`config.mk`:
```
export PLATFORM = sky130hd
export DESIGN_NAME = bimodal_branch_predictor_top
export DESIGN_NICKNAME = d
export VERILOG_FILES = /design/src/bbp_pkg.sv /design/src/bbp_cfg.sv /design/src/bbp_front.sv /design/src/bbp_back.sv /design/src/bimodal_branch_predictor_top.sv
export SDC_FILE = /design/constraint.sdc
export NUM_CORES = 2
export LEC_CHECK = 0
export BUFFER_PORTS_ARGS = -buffer_cell sky130_fd_sc_hd__buf_2
export CAP_MARGIN = 20
export CORE_MARGIN = 3
export CORE_UTILIZATION = 63
export CTS_CLUSTER_SIZE = 16
export DETAILED_ROUTE_END_ITERATION = 12
export HOLD_SLACK_MARGIN = 0.08
export PLACE_DENSITY = 0.8
export REMOVE_ABC_BUFFERS = 1
export SYNTH_ARGS = -nofsm -noshare
export SYNTH_HDL_FRONTEND = slang
export SYNTH_SLANG_ARGS = --single-unit
export TNS_END_PERCENT = 10
```
`constraint.sdc`:
```
create_clock -name clk_i -period 43.8 [get_ports clk_i]
set_input_delay 4.38 -clock clk_i [delete_from_list [all_inputs] [get_ports clk_i]]
set_output_delay 4.38 -clock clk_i [all_outputs]
set_load 0.05 [all_outputs]
```
`src/bbp_pkg.sv`:
```
// ----------------------------------------------------------------------------
// bbp_pkg: shared types and constants of the bimodal branch predictor
// Table geometry, counter encoding, queue item and back-end state codes.
// ----------------------------------------------------------------------------
package bbp_pkg;

  // Table size; index is taken as the low address bits, so keep it a power of two.
  localparam int unsigned TABLE_ENTRIES = 1024;
  localparam int unsigned IDX_W         = $clog2(TABLE_ENTRIES);
  localparam int unsigned ADDR_W        = 32;
  localparam int unsigned CNT_W         = 2;
  localparam int unsigned STAT_W        = 32;
  localparam int unsigned PADDR_W       = 3;
  localparam int unsigned PDATA_W       = 32;
  localparam int unsigned QUEUE_DEPTH   = 2;
  localparam int unsigned QPTR_W        = $clog2(QUEUE_DEPTH);
  localparam int unsigned QCNT_W        = $clog2(QUEUE_DEPTH + 1);

  localparam logic [ADDR_W-1:0] FALL_THROUGH_STEP = ADDR_W'(4);

  localparam logic [CNT_W-1:0] CNT_MIN           = '0;
  localparam logic [CNT_W-1:0] CNT_MAX           = '1;
  localparam logic [CNT_W-1:0] INITIAL_STATE_RST = CNT_W'(1);

  // Register word index (paddr bits above the byte offset).
  localparam logic [PADDR_W-3:0] REG_INITIAL_STATE = '0;

  typedef struct packed {
    logic [IDX_W-1:0] idx;
    logic             taken;
  } bbp_item_t;

  typedef struct packed {
    logic             valid;
    logic [CNT_W-1:0] cnt;
  } bbp_entry_t;

  typedef enum logic [1:0] {
    BK_CLEAR,
    BK_IDLE,
    BK_COMMIT
  } bbp_back_state_e;

endpackage

```
`src/bbp_cfg.sv`:
```
// ----------------------------------------------------------------------------
// bbp_cfg: configuration register file
// APB-style port holding the initial counter state for first-use entries.
// ----------------------------------------------------------------------------
module bbp_cfg import bbp_pkg::*; (
  input  logic               clk_i,
  input  logic               rst_ni,
  input  logic               psel,
  input  logic               penable,
  input  logic               pwrite,
  input  logic [PADDR_W-1:0] paddr,
  input  logic [PDATA_W-1:0] pwdata,
  output logic [PDATA_W-1:0] prdata,
  output logic               pready,
  output logic [CNT_W-1:0]   initial_state_o
);

  logic [CNT_W-1:0] init_q, init_d;
  logic             wr_en;

  assign pready = 1'b1;
  assign wr_en  = psel && penable && pwrite && (paddr[PADDR_W-1:2] == REG_INITIAL_STATE);

  always_comb begin
    init_d = init_q;
    if (wr_en) begin
      init_d = pwdata[CNT_W-1:0];
    end
  end

  always_ff @(posedge clk_i or negedge rst_ni) begin
    if (!rst_ni) begin
      init_q <= INITIAL_STATE_RST;
    end else begin
      init_q <= init_d;
    end
  end

  always_comb begin
    prdata = '0;
    if (paddr[PADDR_W-1:2] == REG_INITIAL_STATE) begin
      prdata = PDATA_W'(init_q);
    end
  end

  assign initial_state_o = init_q;

endmodule

```
`src/bbp_front.sv`:
```
// ----------------------------------------------------------------------------
// bbp_front: intake and classification
// Resolve the branch outcome, form the table index and buffer the item.
// ----------------------------------------------------------------------------
module bbp_front import bbp_pkg::*; (
  input  logic              clk_i,
  input  logic              rst_ni,
  input  logic              enable_i,
  input  logic              in_valid_i,
  output logic              in_ready_o,
  input  logic [ADDR_W-1:0] branch_address_i,
  input  logic [ADDR_W-1:0] next_address_i,
  output logic              q_valid_o,
  input  logic              q_ready_i,
  output bbp_item_t         q_item_o
);

  bbp_item_t               slot_q [QUEUE_DEPTH];
  logic [QPTR_W-1:0]       wptr_q, wptr_d, rptr_q, rptr_d;
  logic [QCNT_W-1:0]       cnt_q, cnt_d;
  logic                    push, pop;
  bbp_item_t               item;

  // Not taken exactly when execution fell through to the next word.
  assign item.taken = next_address_i != (branch_address_i + FALL_THROUGH_STEP);
  assign item.idx   = branch_address_i[IDX_W-1:0];

  assign in_ready_o = enable_i && (cnt_q != QCNT_W'(QUEUE_DEPTH));
  assign push       = in_valid_i && in_ready_o;
  assign q_valid_o  = cnt_q != '0;
  assign pop        = q_valid_o && q_ready_i;
  assign q_item_o   = slot_q[rptr_q];

  always_comb begin
    wptr_d = wptr_q;
    rptr_d = rptr_q;
    cnt_d  = cnt_q;
    if (push) begin
      wptr_d = wptr_q + 1'b1;
    end
    if (pop) begin
      rptr_d = rptr_q + 1'b1;
    end
    case ({push, pop})
      2'b10:   cnt_d = cnt_q + 1'b1;
      2'b01:   cnt_d = cnt_q - 1'b1;
      default: cnt_d = cnt_q;
    endcase
  end

  always_ff @(posedge clk_i or negedge rst_ni) begin
    if (!rst_ni) begin
      wptr_q <= '0;
      rptr_q <= '0;
      cnt_q  <= '0;
    end else begin
      wptr_q <= wptr_d;
      rptr_q <= rptr_d;
      cnt_q  <= cnt_d;
    end
  end

  always_ff @(posedge clk_i) begin
    if (push) begin
      slot_q[wptr_q] <= item;
    end
  end

endmodule

```
`src/bbp_back.sv`:
```
// ----------------------------------------------------------------------------
// bbp_back: counter table and statistics
// Clear the table after reset, then read, update and report one item at a time.
// ----------------------------------------------------------------------------
module bbp_back import bbp_pkg::*; (
  input  logic              clk_i,
  input  logic              rst_ni,
  input  logic [CNT_W-1:0]  initial_state_i,
  output logic              ready_o,
  input  logic              q_valid_i,
  output logic              q_ready_o,
  input  bbp_item_t         q_item_i,
  output logic              out_valid_o,
  input  logic              out_ready_i,
  output logic              predicted_taken_o,
  output logic              actual_taken_o,
  output logic              mispredicted_o,
  output logic [STAT_W-1:0] taken_total_o,
  output logic [STAT_W-1:0] not_taken_total_o,
  output logic [STAT_W-1:0] correct_total_o,
  output logic [STAT_W-1:0] miss_total_o
);

  bbp_entry_t        mem [TABLE_ENTRIES];
  bbp_entry_t        rdata_q;
  bbp_item_t         cur_q;
  bbp_back_state_e   state_q, state_d;
  logic [IDX_W-1:0]  clr_q, clr_d;
  logic              mem_we;
  logic [IDX_W-1:0]  mem_waddr;
  bbp_entry_t        mem_wdata;
  logic              rd_en;
  logic              commit;
  logic              slot_free;
  logic [CNT_W-1:0]  cnt_now, cnt_next;
  logic              pred, miss;

  logic              out_valid_q, out_valid_d;
  logic              pred_q, taken_q, miss_q;
  logic [STAT_W-1:0] taken_cnt_q, not_taken_cnt_q, correct_cnt_q, miss_cnt_q;

  assign slot_free = !out_valid_q || out_ready_i;

  // A never-used entry takes its state from the register.
  assign cnt_now = rdata_q.valid ? rdata_q.cnt : initial_state_i;
  assign pred    = cnt_now[CNT_W-1];
  assign miss    = pred ^ cur_q.taken;

  always_comb begin
    cnt_next = cnt_now;
    if (cur_q.taken) begin
      if (cnt_now != CNT_MAX) begin
        cnt_next = cnt_now + 1'b1;
      end
    end else if (cnt_now != CNT_MIN) begin
      cnt_next = cnt_now - 1'b1;
    end
  end

  always_comb begin
    state_d   = state_q;
    clr_d     = clr_q;
    mem_we    = 1'b0;
    mem_waddr = cur_q.idx;
    mem_wdata = '{valid: 1'b1, cnt: cnt_next};
    rd_en     = 1'b0;
    commit    = 1'b0;
    q_ready_o = 1'b0;
    unique case (state_q)
      BK_CLEAR: begin
        mem_we    = 1'b1;
        mem_waddr = clr_q;
        mem_wdata = '0;
        clr_d     = clr_q + 1'b1;
        if (clr_q == IDX_W'(TABLE_ENTRIES - 1)) begin
          state_d = BK_IDLE;
        end
      end
      BK_IDLE: begin
        q_ready_o = 1'b1;
        if (q_valid_i) begin
          rd_en   = 1'b1;
          state_d = BK_COMMIT;
        end
      end
      BK_COMMIT: begin
        // Hold until the output register can take the result.
        if (slot_free) begin
          commit  = 1'b1;
          mem_we  = 1'b1;
          state_d = BK_IDLE;
        end
      end
      default: state_d = BK_IDLE;
    endcase
  end

  assign ready_o = state_q != BK_CLEAR;

  always_ff @(posedge clk_i or negedge rst_ni) begin
    if (!rst_ni) begin
      state_q <= BK_CLEAR;
      clr_q   <= '0;
    end else begin
      state_q <= state_d;
      clr_q   <= clr_d;
    end
  end

  always_ff @(posedge clk_i) begin
    if (mem_we) begin
      mem[mem_waddr] <= mem_wdata;
    end
    if (rd_en) begin
      rdata_q <= mem[q_item_i.idx];
      cur_q   <= q_item_i;
    end
  end

  always_comb begin
    out_valid_d = out_valid_q;
    if (out_ready_i) begin
      out_valid_d = 1'b0;
    end
    if (commit) begin
      out_valid_d = 1'b1;
    end
  end

  always_ff @(posedge clk_i or negedge rst_ni) begin
    if (!rst_ni) begin
      out_valid_q     <= 1'b0;
      taken_cnt_q     <= '0;
      not_taken_cnt_q <= '0;
      correct_cnt_q   <= '0;
      miss_cnt_q      <= '0;
    end else begin
      out_valid_q <= out_valid_d;
      if (commit) begin
        if (cur_q.taken) begin
          taken_cnt_q <= taken_cnt_q + 1'b1;
        end else begin
          not_taken_cnt_q <= not_taken_cnt_q + 1'b1;
        end
        if (miss) begin
          miss_cnt_q <= miss_cnt_q + 1'b1;
        end else begin
          correct_cnt_q <= correct_cnt_q + 1'b1;
        end
      end
    end
  end

  always_ff @(posedge clk_i) begin
    if (commit) begin
      pred_q  <= pred;
      taken_q <= cur_q.taken;
      miss_q  <= miss;
    end
  end

  assign out_valid_o       = out_valid_q;
  assign predicted_taken_o = pred_q;
  assign actual_taken_o    = taken_q;
  assign mispredicted_o    = miss_q;
  // Totals change only at a commit, which waits for the slot to free.
  assign taken_total_o     = taken_cnt_q;
  assign not_taken_total_o = not_taken_cnt_q;
  assign correct_total_o   = correct_cnt_q;
  assign miss_total_o      = miss_cnt_q;

endmodule

```
`src/bimodal_branch_predictor_top.sv`:
```
// ----------------------------------------------------------------------------
// bimodal_branch_predictor_top: bimodal branch predictor
// Two-bit saturating counters indexed by branch address, with running totals.
// ----------------------------------------------------------------------------
// Each item is one resolved branch (branch address and the address executed
// after it). The low address bits pick a 2-bit counter; its upper bit is the
// prediction, the counter then steps toward the outcome and saturates. A branch
// is not taken exactly when the next address is the branch address plus 4.
// An entry used for the first time starts from the initial_state register.
// After reset the block runs a clearing pass over the table, one entry a cycle,
// and accepts no item until it ends; register writes are taken throughout. In
// steady state the back end handles one item at a time: a registered table read
// (BK_IDLE), then the update and table write (BK_COMMIT), which waits for the
// result register to free; it takes no new item until that write is done. A
// two-item queue sits between intake and the table, and a result register lets
// the next item proceed while a result waits to be taken. Write registers only
// while idle.
// ----------------------------------------------------------------------------
module bimodal_branch_predictor_top import bbp_pkg::*; (
  input  logic               clk_i,
  input  logic               rst_ni,
  // configuration port
  input  logic               psel,
  input  logic               penable,
  input  logic               pwrite,
  input  logic [PADDR_W-1:0] paddr,
  input  logic [PDATA_W-1:0] pwdata,
  output logic [PDATA_W-1:0] prdata,
  output logic               pready,
  // input items
  input  logic               in_valid_i,
  output logic               in_ready_o,
  input  logic [ADDR_W-1:0]  branch_address_i,
  input  logic [ADDR_W-1:0]  next_address_i,
  // result items
  output logic               out_valid_o,
  input  logic               out_ready_i,
  output logic               predicted_taken_o,
  output logic               actual_taken_o,
  output logic               mispredicted_o,
  output logic [STAT_W-1:0]  taken_total_o,
  output logic [STAT_W-1:0]  not_taken_total_o,
  output logic [STAT_W-1:0]  correct_total_o,
  output logic [STAT_W-1:0]  miss_total_o
);

  logic [CNT_W-1:0] initial_state;
  logic             back_ready;
  logic             q_valid, q_ready;
  bbp_item_t        q_item;

  bbp_cfg u_cfg (
    .clk_i           (clk_i),
    .rst_ni          (rst_ni),
    .psel            (psel),
    .penable         (penable),
    .pwrite          (pwrite),
    .paddr           (paddr),
    .pwdata          (pwdata),
    .prdata          (prdata),
    .pready          (pready),
    .initial_state_o (initial_state)
  );

  // Intake: hold off items until the clearing pass is done.
  bbp_front u_front (
    .clk_i            (clk_i),
    .rst_ni           (rst_ni),
    .enable_i         (back_ready),
    .in_valid_i       (in_valid_i),
    .in_ready_o       (in_ready_o),
    .branch_address_i (branch_address_i),
    .next_address_i   (next_address_i),
    .q_valid_o        (q_valid),
    .q_ready_i        (q_ready),
    .q_item_o         (q_item)
  );

  bbp_back u_back (
    .clk_i             (clk_i),
    .rst_ni            (rst_ni),
    .initial_state_i   (initial_state),
    .ready_o           (back_ready),
    .q_valid_i         (q_valid),
    .q_ready_o         (q_ready),
    .q_item_i          (q_item),
    .out_valid_o       (out_valid_o),
    .out_ready_i       (out_ready_i),
    .predicted_taken_o (predicted_taken_o),
    .actual_taken_o    (actual_taken_o),
    .mispredicted_o    (mispredicted_o),
    .taken_total_o     (taken_total_o),
    .not_taken_total_o (not_taken_total_o),
    .correct_total_o   (correct_total_o),
    .miss_total_o      (miss_total_o)
  );

endmodule
```
==> reports/results.tsv <==
stage	metric	value	unit
run_status	status	finished, final reports clean	
power_and_ir_drop	max-vdd-ir-drop	0.09510	mV
routing	drc_errors	0	
yosys	yosys-top-cells-count	3111 x edfxtp_1, 1110 x nor2_1, 1039 x nand2_1	
layout	multi_input_comb_area	0.03354	mm²
layout	drive_gt1_frac	0.1227	
critical_path	crit_path_top_delay_cell	buf_2	
grt	grt_max_degree	251	
clocking	clk_pin_slew	60	ps
critical_path	path_cells	buf_2 -> nor2b_1 -> buf_2	
critical_path	start_kind	input pin	
floorplanning	rows	168	
clocking	worstSkewPairLatency	950	ps
timing	max_slew_margin	0.01215	
layout	regArea	0.09710	mm²
job	maxCapViolCount	0	
yosys	async_flop_share	0.04512	
routing	vias_per_cell	6.985	
yosys	synth_cells	8990	
routing	drt-total-wl	376200	µm
timing	drv_slew	0	
grt	grt_pass1_vias	82420	
clocking	cts_root_buffer	clkbuf_16	
critical_path	cp_data_required_time	39420	ps
yosys	synth_area_per_cell	14.80	µm²
critical_path	cp_data_arrival_time	4870	ps
timing	layout_min_cycle_time	9251	ps
routing	ant_nets	0	
floorplanning	die_w	465.6	µm
grt	overflow	0	
power_and_ir_drop	power_density	67.17	mW/mm²
clocking	postCtsSetupBuffers	0	
clocking	cts_buffer_depth	4	
critical_path	endpoint_kind	output port	
floorplanning	die_h	465.6	µm
timing	fin_hold_ws	463.0	ps
hold_path	worstHoldPathType	register to register	
yosys	synth_flop_cell	edfxtp_1	
timing	setup_violations	0	
floorplanning	ios	272	
routing	dr_total_vias	84660	
yosys	ys_ff_latch	3258	
routing	wl_per_cell	31.03	µm
critical_path	path_buf_inv	2	
grt	grt_usage	0.3414	
yosys	yosysUniqueCellTypes	69	
yosys	syn_area	0.1331	mm²
timing	tightestPinTransition	1482	ps
critical_path	critPathMaxFanout	3	
critical_path	path_common_cell	buf_2	
critical_path	critPathTopFamily	buffers and inverters	
power_and_ir_drop	p_total	9.883	mW
timing	skew	49.76	ps
timing	grt_setup_unrepaired	false	
routing	drt_iter0_drc	14150	
yosys	yosysWarnings	0	
critical_path	path_class	input pin to output port	
layout	syn2layout_area_growth	10.54	%
clocking	cts_buffers	323	
placement	io_buffer_count	208	
placement	dp_slack	34550	ps
grt	grt_pass1_wl	542000	µm
placement	gp_congestion	0.8818	
clocking	clock-sinks	3258	
timing	max_freq	108.1	MHz
timing	setup_slack	34550	ps
clocking	cts_resized	0	
yosys	synth_top_area_share	0.7019	
yosys	synth_area_leaders	edfxtp_1 70%, mux2i_1 4.9%, mux4_2 4.2%	
layout	final_nets	9175	
yosys	ys_seq_area_frac	0.7296	
yosys	yosysMostFrequentCell	edfxtp_1	
routing	firstDrtPassIters	9	
clocking	holdBufCountCts	0	
power_and_ir_drop	leakage	48.84	nW
critical_path	slowest_delay	270	ps
timing	setup_tns	0	ps
yosys	synth_edf_count	3111	
layout	fillers	12780	
timing	period_share	0.2112	
yosys	synth.largest_area_cell	edfxtp_1	
floorplanning	initial_core_util	0.6344	
placement	dp_hpwl	202700	µm
floorplanning	core	0.2098	mm²
floorplanning	die_area	0.2168	mm²
clocking	h-tree-depth	5	
clocking	cts_tree	done	
grt	antenna_found_initial	22	
timing	final_hold_viol_count	0	
[registers in the layout, summed over array words and instances, names as in the netlist, 2 cells and up]
register / cells
u_back.cur_q: 11
u_front.cnt_q: 2
u_back.rdata_q: 3
u_back.miss_total_o: 32
u_back.state_q: 2
u_back.mem: 3072
u_back.taken_total_o: 32
u_back.clr_q: 10
u_back.not_taken_total_o: 32
u_front.slot_q: 22
u_cfg.initial_state_o: 2
u_back.correct_total_o: 32
[stage by stage]
stage                     cells    util  cell area [µm²]
after CTS                 12080  0.7001           146900
after global routing      12100  0.7010           147100
after floorplan            8344       -           130200
after detailed placement  11530  0.6534           137100
final                     12120  0.7013           147100
after global placement    11520  0.6518           136700
[cell usage in the layout (no fill, tap or decap), types with 26 or more instances in the layout]
cell type	Yosys	layout
clkbuf_16	0	330
buf_2	97	209
a31oi_1	66	66
o21ai_0	118	118
nand3_1	392	376
clkbuf_1	401	74
nand4_1	44	44
nand2_1	1039	1021
nor4_1	46	45
and3_1	32	32
nor2_1	1110	1102
a21oi_1	322	320
o22ai_1	167	166
dfrtp_1	146	146
diode_2	0	26
conb_1	2	31
xor2_1	46	46
nor3_1	123	121
o221ai_1	189	189
a2111oi_0	45	45
edfxtp_1	3111	3111
xnor2_1	133	133
clkinv_2	0	43
a311oi_1	28	28
mux2i_1	654	649
clkinv_1	2	66
buf_4	92	146
mux4_2	247	247
[per-layer routing]
metal	vias up	part of all wire	wire length (µm)	GRT usage
met5	-	0.00012	46	0
met4	6	0.070	26180	0.2103
met3	1428	0.15	55810	0.09694
met2	7384	0.46	171300	0.5152
met1	41530	0.33	122800	0.4441
li1	34310	-	-	-
[worst paths after layout]
| kind | startpoint | endpoint | slack [ps] | cells past startpoint |
|---|---|---|---|---|
| setup / recovery | paddr[2] | prdata[0] | 34550 | 3 |
| hold reg to reg | u_back.not_taken_total_o[31]$_DFFE_PN0P_ | u_back.not_taken_total_o[31]$_DFFE_PN0P_ | 460 | 1 |
| min in group asynchronous | rst_ni | u_back.miss_total_o[21]$_DFFE_PN0P_ | 3610 | 1 |
| hold / removal | u_back.not_taken_total_o[31]$_DFFE_PN0P_ | u_back.not_taken_total_o[31]$_DFFE_PN0P_ | 460 | 1 |
| max in group asynchronous | rst_ni | u_back.taken_total_o[21]$_DFFE_PN0P_ | 38990 | 2 |
| setup reg to reg | u_front.rptr_q$_DFFE_PN0P_ | u_back.rdata_q[1]$_DFFE_PP_ | 36310 | 14 |
[power breakdown]
part	leakage [nW]	switching [mW]	internal [mW]
combinational	13.9	2.37	0.745
sequential	30.1	0.0318	4.10
clock	4.78	1.13	1.50
total	48.8	3.53	6.35
[cell type report]
| type | instances | area share |
|---|---|---|
| well taps | 2805 | 0.02385 |
| multi-input cells | 5061 | 0.2280 |
| flip-flops and latches | 3258 | 0.6600 |
| inverters | 25 | 0.0008589 |
| clock buffers | 406 | 0.05820 |
| repair buffers | 393 | 0.02027 |
| diodes | 26 | 0.0004422 |
| clock inverters | 147 | 0.008411 |
[cell families after synthesis]
| kind of cell | share of synthesized area |
|---|---|
| flops | 0.7296 |
| xor+xnor | 0.01178 |
| other cells | 0.00005643 |
| mux | 0.09210 |
| buf+inv | 0.02347 |
| simple gates | 0.08969 |
| compound gates | 0.05268 |
| fa+ha+maj | 0.0006580 |
Note: power is estimated with default switching activity, not from simulation.
